==> src/design/unique_id_allocator_assert.svh <==
`ifndef UNIQUE_ID_ALLOCATOR_ASSERT_SVH
`define UNIQUE_ID_ALLOCATOR_ASSERT_SVH

// same-cycle implication, checked at every rising edge out of reset
`define UIDA_ASSERT_NOW(lbl, ante, cons, msg) \
  lbl: assert property (@(posedge clk) disable iff (!rst_n) (ante) |-> (cons)) \
    else $error(msg);

// next-cycle implication
`define UIDA_ASSERT_NEXT(lbl, ante, cons, msg) \
  lbl: assert property (@(posedge clk) disable iff (!rst_n) (ante) |=> (cons)) \
    else $error(msg);

`endif

==> src/design/uida_pkg.sv <==
package uida_pkg;

  localparam int SET_CAPACITY = 64;
  localparam int ID_W         = 32;
  localparam int RANGE_W      = 12;
  localparam int RANGE_SHIFT  = 20;

  typedef enum logic [1:0] {
    CMD_ALLOC = 2'd0,
    CMD_MARK  = 2'd1,
    CMD_CLEAR = 2'd2
  } cmd_t;

  // stored entry handed from one cell to the next on insert
  typedef struct packed {
    logic            vld;
    logic [ID_W-1:0] id;
  } entry_t;

  // probe travelling down the chain
  typedef struct packed {
    logic            pv;
    logic            hit;
    logic [ID_W-1:0] cand;
  } probe_t;

  // controls broadcast to every cell
  typedef struct packed {
    logic flush;
    logic shift;
    logic clear;
  } cell_ctl_t;

endpackage

==> src/design/unique_id_allocator.sv <==
// mark: one probe walks the whole cell chain, then its result goes to the output register;
// allocate: candidates enter the chain from the cursor up, one per cycle, and the first to leave
// the tail without a hit wins; clear, unknown commands and allocate on a full set skip the chain
// one item at a time: the next is taken the cycle after the result loads, and the result
// loads into the output register only once that register has room
// reset (rst_n, synchronous, active low): set empty, cursor 1, no result pending
module unique_id_allocator #(
  parameter int SET_CAPACITY = uida_pkg::SET_CAPACITY
) (
  input  logic                         clk,
  input  logic                         rst_n,
  // input item channel
  input  logic                         in_valid,
  output logic                         in_stall,
  input  logic [1:0]                   in_command,
  input  logic [uida_pkg::ID_W-1:0]    in_id_value,
  // result channel
  output logic                         out_valid,
  input  logic                         out_stall,
  output logic [uida_pkg::ID_W-1:0]    out_new_id,
  output logic                         out_status,
  // range register write
  input  logic                         cfg_wr_en,
  input  logic [uida_pkg::RANGE_W-1:0] cfg_id_range
);

`include "unique_id_allocator_assert.svh"

  // one-hot controller states
  typedef enum logic [2:0] {
    ST_IDLE   = 3'b001,
    ST_SEARCH = 3'b010,
    ST_RESP   = 3'b100
  } state_t;

  state_t                    state_r, state_nxt;
  logic [uida_pkg::ID_W-1:0] cursor_r, cursor_nxt;
  logic [uida_pkg::ID_W-1:0] inj_r, inj_nxt;        // next candidate for allocate
  logic                      alloc_r, alloc_nxt;    // current search is an allocate
  logic [uida_pkg::ID_W-1:0] pend_new_id_r, pend_new_id_nxt;
  logic                      pend_status_r, pend_status_nxt;
  logic                      out_valid_r, out_valid_nxt;
  logic [uida_pkg::ID_W-1:0] out_new_id_r, out_new_id_nxt;
  logic                      out_status_r, out_status_nxt;

  // chain wiring: index 0 feeds the first cell, index SET_CAPACITY is the tail
  uida_pkg::entry_t          ent_w [0:SET_CAPACITY];
  uida_pkg::probe_t          prb_w [0:SET_CAPACITY];
  uida_pkg::cell_ctl_t       ctl;
  uida_pkg::probe_t          inj;
  logic [uida_pkg::ID_W-1:0] ins_id;
  uida_pkg::probe_t          tail;
  logic                      full;
  logic                      out_free;
  logic [uida_pkg::ID_W-1:0] range_cur;
  uida_pkg::cmd_t            cmd;

  // ---------------------------------------------------------------------------
  // cell chain: entries fill from cell 0 by shifting, so valid bits form a
  // prefix and the last cell's valid bit says the set is full; probes walk one
  // cell per cycle and collect a hit flag against every stored entry
  // ---------------------------------------------------------------------------
  assign ent_w[0] = '{vld: 1'b1, id: ins_id};
  assign prb_w[0] = inj;

  for (genvar g = 0; g < SET_CAPACITY; g++) begin : g_cell
    uida_cell u_cell (
      .clk   (clk),
      .rst_n (rst_n),
      .ctl_i (ctl),
      .ent_i (ent_w[g]),
      .ent_o (ent_w[g+1]),
      .prb_i (prb_w[g]),
      .prb_o (prb_w[g+1])
    );
  end

  assign tail     = prb_w[SET_CAPACITY];
  assign full     = ent_w[SET_CAPACITY].vld;
  assign out_free = !out_valid_r || !out_stall;
  assign cmd      = uida_pkg::cmd_t'(in_command);

  // cursor load value from the range register, zero maps to one
  assign range_cur = {cfg_id_range, {uida_pkg::RANGE_SHIFT{1'b0}}};

  // ---------------------------------------------------------------------------
  // controller
  // ---------------------------------------------------------------------------
  always_comb begin
    state_nxt       = state_r;
    cursor_nxt      = cursor_r;
    inj_nxt         = inj_r;
    alloc_nxt       = alloc_r;
    pend_new_id_nxt = pend_new_id_r;
    pend_status_nxt = pend_status_r;
    out_valid_nxt   = out_valid_r && out_stall;
    out_new_id_nxt  = out_new_id_r;
    out_status_nxt  = out_status_r;
    ctl             = '0;
    inj             = '0;
    ins_id          = '0;

    case (state_r)
      ST_IDLE: begin
        if (in_valid) begin
          case (cmd)
            uida_pkg::CMD_ALLOC: begin
              if (full) begin
                // nothing to hand out
                pend_new_id_nxt = '0;
                pend_status_nxt = 1'b1;
                state_nxt       = ST_RESP;
              end else begin
                // first candidate is the cursor itself
                inj       = '{pv: 1'b1, hit: 1'b0, cand: cursor_r};
                inj_nxt   = cursor_r + 1'b1;
                alloc_nxt = 1'b1;
                state_nxt = ST_SEARCH;
              end
            end
            uida_pkg::CMD_MARK: begin
              // single membership probe for the given id
              inj       = '{pv: 1'b1, hit: 1'b0, cand: in_id_value};
              alloc_nxt = 1'b0;
              state_nxt = ST_SEARCH;
            end
            uida_pkg::CMD_CLEAR: begin
              ctl.clear       = 1'b1;
              pend_new_id_nxt = '0;
              pend_status_nxt = 1'b0;
              state_nxt       = ST_RESP;
            end
            default: begin
              // unknown command leaves the set and cursor alone and replies with status 0
              pend_new_id_nxt = '0;
              pend_status_nxt = 1'b0;
              state_nxt       = ST_RESP;
            end
          endcase
        end
      end

      ST_SEARCH: begin
        // allocate keeps streaming consecutive candidates (wrapping mod 2^32)
        if (alloc_r) begin
          inj     = '{pv: 1'b1, hit: 1'b0, cand: inj_r};
          inj_nxt = inj_r + 1'b1;
        end
        if (tail.pv) begin
          if (alloc_r) begin
            // first candidate out of the tail without a hit wins
            if (!tail.hit) begin
              ctl.flush       = 1'b1;
              ctl.shift       = 1'b1;
              ins_id          = tail.cand;
              cursor_nxt      = tail.cand;
              pend_new_id_nxt = tail.cand;
              pend_status_nxt = 1'b0;
              state_nxt       = ST_RESP;
            end
          end else begin
            ctl.flush       = 1'b1;
            pend_new_id_nxt = '0;
            if (tail.hit) begin
              // duplicate, ignored
              pend_status_nxt = 1'b0;
            end else if (full) begin
              pend_status_nxt = 1'b1;
            end else begin
              ctl.shift       = 1'b1;
              ins_id          = tail.cand;
              pend_status_nxt = 1'b0;
            end
            state_nxt = ST_RESP;
          end
        end
      end

      ST_RESP: begin
        // move the result into the output register once it has room
        if (out_free) begin
          out_valid_nxt  = 1'b1;
          out_new_id_nxt = pend_new_id_r;
          out_status_nxt = pend_status_r;
          state_nxt      = ST_IDLE;
        end
      end

      default: begin
        state_nxt = ST_IDLE;
      end
    endcase

    // range write is only to be done while idle; the block itself does not enforce it
    if (cfg_wr_en) begin
      cursor_nxt = (range_cur == '0) ? {{(uida_pkg::ID_W-1){1'b0}}, 1'b1} : range_cur;
    end
  end

  always_ff @(posedge clk) begin
    if (!rst_n) begin
      state_r     <= ST_IDLE;
      cursor_r    <= {{(uida_pkg::ID_W-1){1'b0}}, 1'b1};
      alloc_r     <= 1'b0;
      out_valid_r <= 1'b0;
    end else begin
      state_r     <= state_nxt;
      cursor_r    <= cursor_nxt;
      alloc_r     <= alloc_nxt;
      out_valid_r <= out_valid_nxt;
    end
  end

  // payload registers
  always_ff @(posedge clk) begin
    inj_r         <= inj_nxt;
    pend_new_id_r <= pend_new_id_nxt;
    pend_status_r <= pend_status_nxt;
    out_new_id_r  <= out_new_id_nxt;
    out_status_r  <= out_status_nxt;
  end

  assign in_stall   = (state_r != ST_IDLE);
  assign out_valid  = out_valid_r;
  assign out_new_id = out_new_id_r;
  assign out_status = out_status_r;

  // ---------------------------------------------------------------------------
  // checks
  // ---------------------------------------------------------------------------
  // probes only live while a search is running
  `UIDA_ASSERT_NOW(a_probe_in_search, tail.pv, state_r == ST_SEARCH, "probe at tail outside search")
  // full status only reported while the set really is full
  `UIDA_ASSERT_NOW(a_full_status, state_r == ST_RESP && pend_status_r, full, "full status with room left")
  // entries fill from the head, so a full chain has its first entry valid
  `UIDA_ASSERT_NOW(a_fill_prefix, ent_w[SET_CAPACITY].vld, ent_w[1].vld, "valid bits not a prefix")
  // a clear leaves the set empty
  `UIDA_ASSERT_NEXT(a_clear_empty, state_r == ST_IDLE && in_valid && cmd == uida_pkg::CMD_CLEAR, !ent_w[1].vld && !full, "set not empty after clear")

endmodule

==> src/design/uida_cell.sv <==
module uida_cell (
  input  logic               clk,
  input  logic               rst_n,
  input  uida_pkg::cell_ctl_t ctl_i,
  input  uida_pkg::entry_t   ent_i,
  output uida_pkg::entry_t   ent_o,
  input  uida_pkg::probe_t   prb_i,
  output uida_pkg::probe_t   prb_o
);

  logic                      vld_r;
  logic [uida_pkg::ID_W-1:0] id_r;
  logic                      pv_r;
  logic                      hit_r;
  logic [uida_pkg::ID_W-1:0] cand_r;
  logic                      match;

  assign match = vld_r && (id_r == prb_i.cand);

  always_ff @(posedge clk) begin
    if (!rst_n) begin
      vld_r <= 1'b0;
      pv_r  <= 1'b0;
    end else begin
      if (ctl_i.clear) begin
        vld_r <= 1'b0;
      end else if (ctl_i.shift) begin
        vld_r <= ent_i.vld;
      end
      pv_r <= prb_i.pv && !ctl_i.flush;
    end
  end

  // payload, no reset
  always_ff @(posedge clk) begin
    if (ctl_i.shift) begin
      id_r <= ent_i.id;
    end
    cand_r <= prb_i.cand;
    hit_r  <= prb_i.hit || match;
  end

  assign ent_o = '{vld: vld_r, id: id_r};
  assign prb_o = '{pv: pv_r, hit: hit_r, cand: cand_r};

endmodule

==> config.mk <==
export PLATFORM = sky130hd
export DESIGN_NAME = unique_id_allocator
export DESIGN_NICKNAME = d
export VERILOG_FILES = /design/src/design/uida_pkg.sv /design/src/design/unique_id_allocator.sv /design/src/design/uida_cell.sv
export VERILOG_INCLUDE_DIRS = /design/src /design/src/design
export SDC_FILE = /design/constraint.sdc
export NUM_CORES = 2
export LEC_CHECK = 0
export ABC_AREA = 0
export BUFFER_PORTS_ARGS = -buffer_cell sky130_fd_sc_hd__buf_2
export CAP_MARGIN = 5
export CORE_MARGIN = 1.5
export CORE_UTILIZATION = 60
export CTS_CLUSTER_SIZE = 30
export DETAILED_ROUTE_END_ITERATION = 10
export PLACE_DENSITY = 0.74
export SYNTH_ARGS = -nofsm -noshare
export SYNTH_HDL_FRONTEND = slang
export SYNTH_HIERARCHICAL = 1
export SYNTH_SLANG_ARGS = --single-unit
export TNS_END_PERCENT = 5
==> constraint.sdc <==
create_clock -name clk -period 73.9 [get_ports clk]
set_input_delay 3.695 -clock clk [delete_from_list [all_inputs] [get_ports clk]]
set_output_delay 3.695 -clock clk [all_outputs]
set_load 0.005 [all_outputs]
### Word level (Yosys, flattened, before mapping)

Index checks and enable logic that the tools add are counted.

| word-level totals | value |
|---|---|
| register bits | 4,423 |
| latch bits | 0 |
| bits in writable memories | 0 |
| bits in read-only memories | 0 |
| bits of input ports | 51 |
| output and inout bits | 35 |
| logic and storage cells | 681 |
| memories | 0 |

| operators by class | value |
|---|---|
| add/sub/neg operators | 2 |
| multiply operators | 0 |
| divide/modulo/power cells | 0 |
| $lt $le $gt $ge | 0 |
| equality and inequality tests | 81 |
| shifts and indexed selects | 0 |
| mux-type cells | 56 |
| bitwise logic cells | 1 |
| reduce and logical (&&, ||, !) cells | 212 |

Operators by type and width:

| kind | number |
|---|---|
| $eq 32x32->1 | 64 |
| $mux 32 | 18 |
| $pmux 32 s2 | 3 |
| $pmux 34 s2 | 2 |
| $logic_and 1x1->1 | 129 |
| $mux 34 | 3 |
| $logic_or 1x1->1 | 65 |
| $add 32x1->32 const B | 2 |
| $logic_not 32->1 | 1 |
| $mux 3 | 6 |
| $mux 1 | 15 |
| $ne 2x2->1 const B | 7 |
| $reduce_and 4->1 | 3 |
| $reduce_bool 2->1 | 5 |
| $pmux 3 s3 | 1 |
| $mux 2 | 4 |
| $pmux 1 s2 | 3 |
| $pmux 3 s2 | 1 |
| $reduce_and 6->1 | 1 |
| $reduce_and 5->1 | 1 |
| $ne 2x1->1 const B | 2 |
| $reduce_and 2->1 | 2 |
| $eq 3x1->1 const B | 1 |
| $eq 3x2->1 const B | 1 |
| 10 further kinds | 12 |

### Logic depth before layout (Yosys ltp)

| depth | value |
|---|---|
| depth after elaboration | 7 |
| gate-level depth with buffers | 14 |

### Cells and area by module

Netlist, hierarchy kept.

By module, submodules not included:

| module | times used | cells an instance | area each (um^2) |
|---|---|---|---|
| uida_cell | 64 | 117 | 2,065.7 |
| unique_id_allocator | 1 | 701 | 6,977.9 |

### Least setup slack after synthesis

Ideal clock, no wire load.

| path | value |
|---|---|
| kind | register to register |
| start | reg state_r[2] |
| end | reg g_cell[0].u_cell.vld_r |
| setup time | 0.204 ns |
| data arrival time | 62.880 ns |
| required time | 73.696 ns |
| slack | 10.816 ns |
| cell stages (with the launch flop) | 7 |
| period minus slack after synthesis | 63.084 ns |
| path through | dfxtp_1 -> or3b_1 -> buf_2 -> nor3_1 -> clkbuf_1 -> mux2i_1 -> nor3b_1 |

RTL lines:

| item | line | text |
|---|---|---|
| start, declared | unique_id_allocator.sv:36 | `state_t state_r, state_nxt;` |
| start signal, assigned | unique_id_allocator.sv:207 | `state_r <= state_nxt;` |
| end signal, assigned | uida_cell.sv:28 | `vld_r <= ent_i.vld;` |
| end, declared | uida_cell.sv:11 | `logic vld_r;` |

### Final worst setup path

| path | value |
|---|---|
| start | reg alloc_r |
| end | reg g_cell[28].u_cell/id_r[1] in the netlist's numbering (enable) |

| on the way | value |
|---|---|
| word-level cells in the longest chain between the ends | 3 |

RTL lines:

| item | line | text |
|---|---|---|
| start, declared | unique_id_allocator.sv:39 | `logic alloc_r, alloc_nxt;` |
| start signal, assigned | unique_id_allocator.sv:209 | `alloc_r <= alloc_nxt;` |
| $mux 2 | unique_id_allocator.sv:150 | `if (alloc_r) begin` |
| $mux 2 | unique_id_allocator.sv:149 | `if (tail.pv) begin` |
| $mux 2 | unique_id_allocator.sv:103 | `case (state_r)` |
| end signal, assigned | uida_cell.sv:37 | `id_r <= ent_i.id;` |
| end, declared | uida_cell.sv:12 | `logic [uida_pkg::ID_W-1:0] id_r;` |

No other way between the ends.
A chain may end at the register's enable or synchronous reset.

==> out/qor.tcl <==
set qor(run_status) {complete, no violations}
set qor(area_taken_by_multi_input_logic_gates_um2) 27580
set qor(max_slew.worst_pin.slew_ns) 1.344
set qor(hold_path.class) {flip-flop to flip-flop}
set qor(initial_core_utilization_pct) 60.43
set qor(core_area_um2) 230300
set qor(total_leakage_power_nw) 45.51
set qor(worstReg2RegEnd) {g_cell[28].u_cell/id_r[1]$_DFFE_PP_}
set qor(synthesis.area_per_instance_um2) 17.00
set qor(min_delay_worst_endpoint) {g_cell[59].u_cell/cand_r[21]$_DFF_P_}
set qor(clock_tree.buffer_depth) 4
set qor(total_negative_setup_slack_ns) 0
set qor(place.gp.congestion) 0.8827
set qor(synth.lib_cells_used.distinct) 56
set qor(clock_insertion_delay_worst_skew_ns) 0.95
set qor(synth.cells.most_frequent) {sky130_fd_sc_hd__dfxtp_1 (2277), sky130_fd_sc_hd__edfxtp_1 (2146), sky130_fd_sc_hd__xnor2_1 (1819)}
set qor(post-route-min-period_ns) 7.904
set qor(worst_r2r_startpoint) {alloc_r$_SDFFE_PN0P_}
set qor(synth.area.top_cells) {sky130_fd_sc_hd__edfxtp_1 (46%), sky130_fd_sc_hd__dfxtp_1 (33%), sky130_fd_sc_hd__xnor2_1 (11%), sky130_fd_sc_hd__nand4_1 (1.8%), sky130_fd_sc_hd__xor2_1 (1.7%)}
set qor(first_global_vias) 65990
set qor(die_w_um) 484.6
set qor(first_iter_violations) 4916
set qor(finalCritPeriodShare_pct) 10.70
set qor(place.detailed.hpwl_um) 159300
set qor(critPathMaxFanout) 88
set qor(buffer_ports.inserted) 85
set qor(pin_count_of_the_biggest_net_entering_global_routing) 132
set qor(drcViolationCount) 0
set qor(asyncSetResetFlopFracSynth_pct) 0
set qor(wirelength_um) 250800
set qor(fill_cells) 14750
set qor(cts.htree.levels) 5
set qor(grt_setup_unrepaired) {no}
set qor(cts_hold_buffers) 0
set qor(critPathArrivalTime_ns) 8.45
set qor(synthDominantAreaCellType) {sky130_fd_sc_hd__edfxtp_1}
set qor(timing.slew.headroom_pct) 10.38
set qor(required_ns) 74.45
set qor(reg2reg_setup_slack_ns) 66.00
set qor(global_route_overflow) 0
set qor(timing.reg2reg.worst_path_depth) 9
set qor(ant_nets) 0
set qor(syn_area_um2) 139200
set qor(synth_sequential_area_ratio_pct) 79.05
set qor(die_height_um) 484.6
set qor(critical_path_class) {flip-flop to flip-flop}
set qor(holdPathStages) 0
set qor(final_layout_size_suffix_gt1_share_pct) 8.676
set qor(design.final.nets) 8551
set qor(num_vias) 63260
set qor(p_per_area_nw_per_um2) 30.33
set qor(grt_pass1_wl_um) 387500
set qor(worst_setup_hold_path_clk_slew_ns) 0.07
set qor(cap_violations) 0
set qor(setup_skew_ns) 0.04487
set qor(post_synth_inst_count) 8189
set qor(post_cts_resize_count) 0
set qor(power_w) 0.004726
set qor(irDropWorstVdd_uv) 23.26
set qor(ys_ff_latch) 4423
set qor(cts-buffers-inserted) 417
set qor(design.portCount) 86
set qor(initial_antenna_violation_count) 14
set qor(final-seq-area_um2) 110000
set qor(core.rowCount) 176
set qor(synthesized_nets) 8241
set qor(netlist.area_leader.share_pct) 46.30
set qor(grt_usage_pct) 21.29
set qor(viasPerCell) 5.328
set qor(floorplan.die_area_um2) 234900
set qor(ctsRootBufferMaster) {sky130_fd_sc_hd__clkbuf_16}
set qor(synth-edff-count) 2146
set qor(worstSetupEndpointType) {flip-flop}
set qor(post_cts_setup_inserts) 0
set qor(timing_hold_violations_final) 0
set qor(yosys_most_used_dff) {sky130_fd_sc_hd__dfxtp_1}
set qor(detailedRoute.firstPassIterationCount) 5
set qor(start_kind) {flip-flop}
set qor(area_growth_syn_to_layout_pct) 11.97
set qor(drt-wirelength-per-cell_um) 21.12
set qor(clock_tree_from_tritoncts) {built}
set qor(clkSinkCount) 4423
set qor(min-delay-start) {g_cell[58].u_cell/cand_r[21]$_DFF_P_}
set qor(warnings_from_yosys) 6
set qor(max_clock_freq_ghz) 0.1265
set qor(timing_max_transition_violations_final) 0
set qor(setup-violations-final) 0
set qor(yosys.cell_count.top_type) {sky130_fd_sc_hd__dfxtp_1}
## state kept, by name, indices dropped and copies added (netlist names)
signal and cells:
g_cell.u_cell/pv_r 64, inj_r 32, state_r 3, pend_new_id_r 32, out_status 1, g_cell.u_cell/vld_r 64, g_cell.u_cell/cand_r 2048, out_new_id 32
pend_status_r 1, alloc_r 1, g_cell.u_cell/id_r 2048, g_cell.u_cell/hit_r 64, out_valid 1, cursor_r 32
## per-layer routing
layer	wire, um	track usage (%)	up-vias
li1	-	-	29570
met1	114100	30.72	31570
met2	115300	32.93	1632
met3	14320	4.013	487
met4	7029	6.753	4
met5	27	0	-
## how the worst max path moves through the flow
stage / to / cells after the start / startpoint
after global routing: g_cell[31].u_cell/id_r[3]$_DFFE_PP_ / 9 / alloc_r$_SDFFE_PN0P_
after global placement: g_cell[28].u_cell/id_r[18]$_DFFE_PP_ / 10 / state_r[2]$_SDFFE_PN0P_
final: g_cell[28].u_cell/id_r[1]$_DFFE_PP_ / 9 / alloc_r$_SDFFE_PN0P_
after floorplan: g_cell[0].u_cell/vld_r$_SDFFE_PP0P_ / 6 / state_r[2]$_SDFFE_PN0P_
after CTS: g_cell[28].u_cell/id_r[1]$_DFFE_PP_ / 9 / alloc_r$_SDFFE_PN0P_
after detailed placement: g_cell[28].u_cell/id_r[23]$_DFFE_PP_ / 9 / alloc_r$_SDFFE_PN0P_
## area by class of cell
class / instances / area share (%)
Clock buffer: 576 / 7.603
Tap cell: 3026 / 2.429
Clock inverter: 184 / 1.162
Inverter: 6 / 0.01445
Multi-Input combinational cell: 3522 / 17.69
Antenna cell: 8 / 0.01285
Timing Repair Buffer: 129 / 0.4865
Sequential cell: 4423 / 70.60
## power breakdown
group	internal, W	switching (W)
Sequential	0.00257	0.0000228
Combinational	0.0000166	0.0000153
Clock	0.00124	0.000861
Total	0.00383	0.000899
## cell families after synthesis
kind of cell               share of synthesized area [%]
xor gates and xnor gates                           13.11
adders and majority gates                       0.008988
DFF                                                79.05
buffers and inverters                              1.184
AOI/OAI and AO/OA                                  1.036
and+or+nand+nor                                    4.902
muxes                                             0.7003
other                                           0.005396
## layout by cell type (no fill, tap or decap), drive strengths merged, types with 3 or more instances in the layout
master / count
edfxtp: 2146
bufinv: 35
a22oi: 32
o21ai: 36
inv: 10
o22ai: 4
nor4b: 3
a311oi: 11
nor3b: 66
dfxtp: 2277
buf: 129
xor2: 265
a21oi: 31
clkbuf: 576
or4: 4
nor2b: 4
xnor2: 1819
a31o: 64
and3: 100
nand3: 83
and2: 33
mux2i: 94
clkinvlp: 14
nor4: 136
o21bai: 3
and3b: 64
diode: 8
nor2: 31
nand2: 119
a2111oi: 3
clkinv: 131
nor3: 82
nand4: 405
mux2: 3
## per-stage QoR
stage                     area [um2]  hold WS [ns]  util [%]  setup WS, ns  instances
after floorplan               139200        0.3489         -         10.82       8189
after global placement        142200        0.3526     61.72         66.24      11110
after detailed placement      142200        0.3536     61.72         66.02      11110
after CTS                     155800        0.3314     67.65         66.02      11870
after global routing          155800        0.3358     67.65         65.41      11870
final                         155800        0.3366     67.66         66.00      11870
## critical path, cell delays in order (launching register included)
cell	delay, ns
sky130_fd_sc_hd__dfxtp_1	1.00
sky130_fd_sc_hd__nor2b_1	0.19
sky130_fd_sc_hd__nor3_2	0.19
sky130_fd_sc_hd__buf_4	0.68
sky130_fd_sc_hd__buf_4	0.83
sky130_fd_sc_hd__buf_4	0.88
sky130_fd_sc_hd__buf_4	0.86
sky130_fd_sc_hd__buf_4	0.75
sky130_fd_sc_hd__buf_4	0.83
sky130_fd_sc_hd__buf_4	0.98
Power figures use the tool's default switching activity.
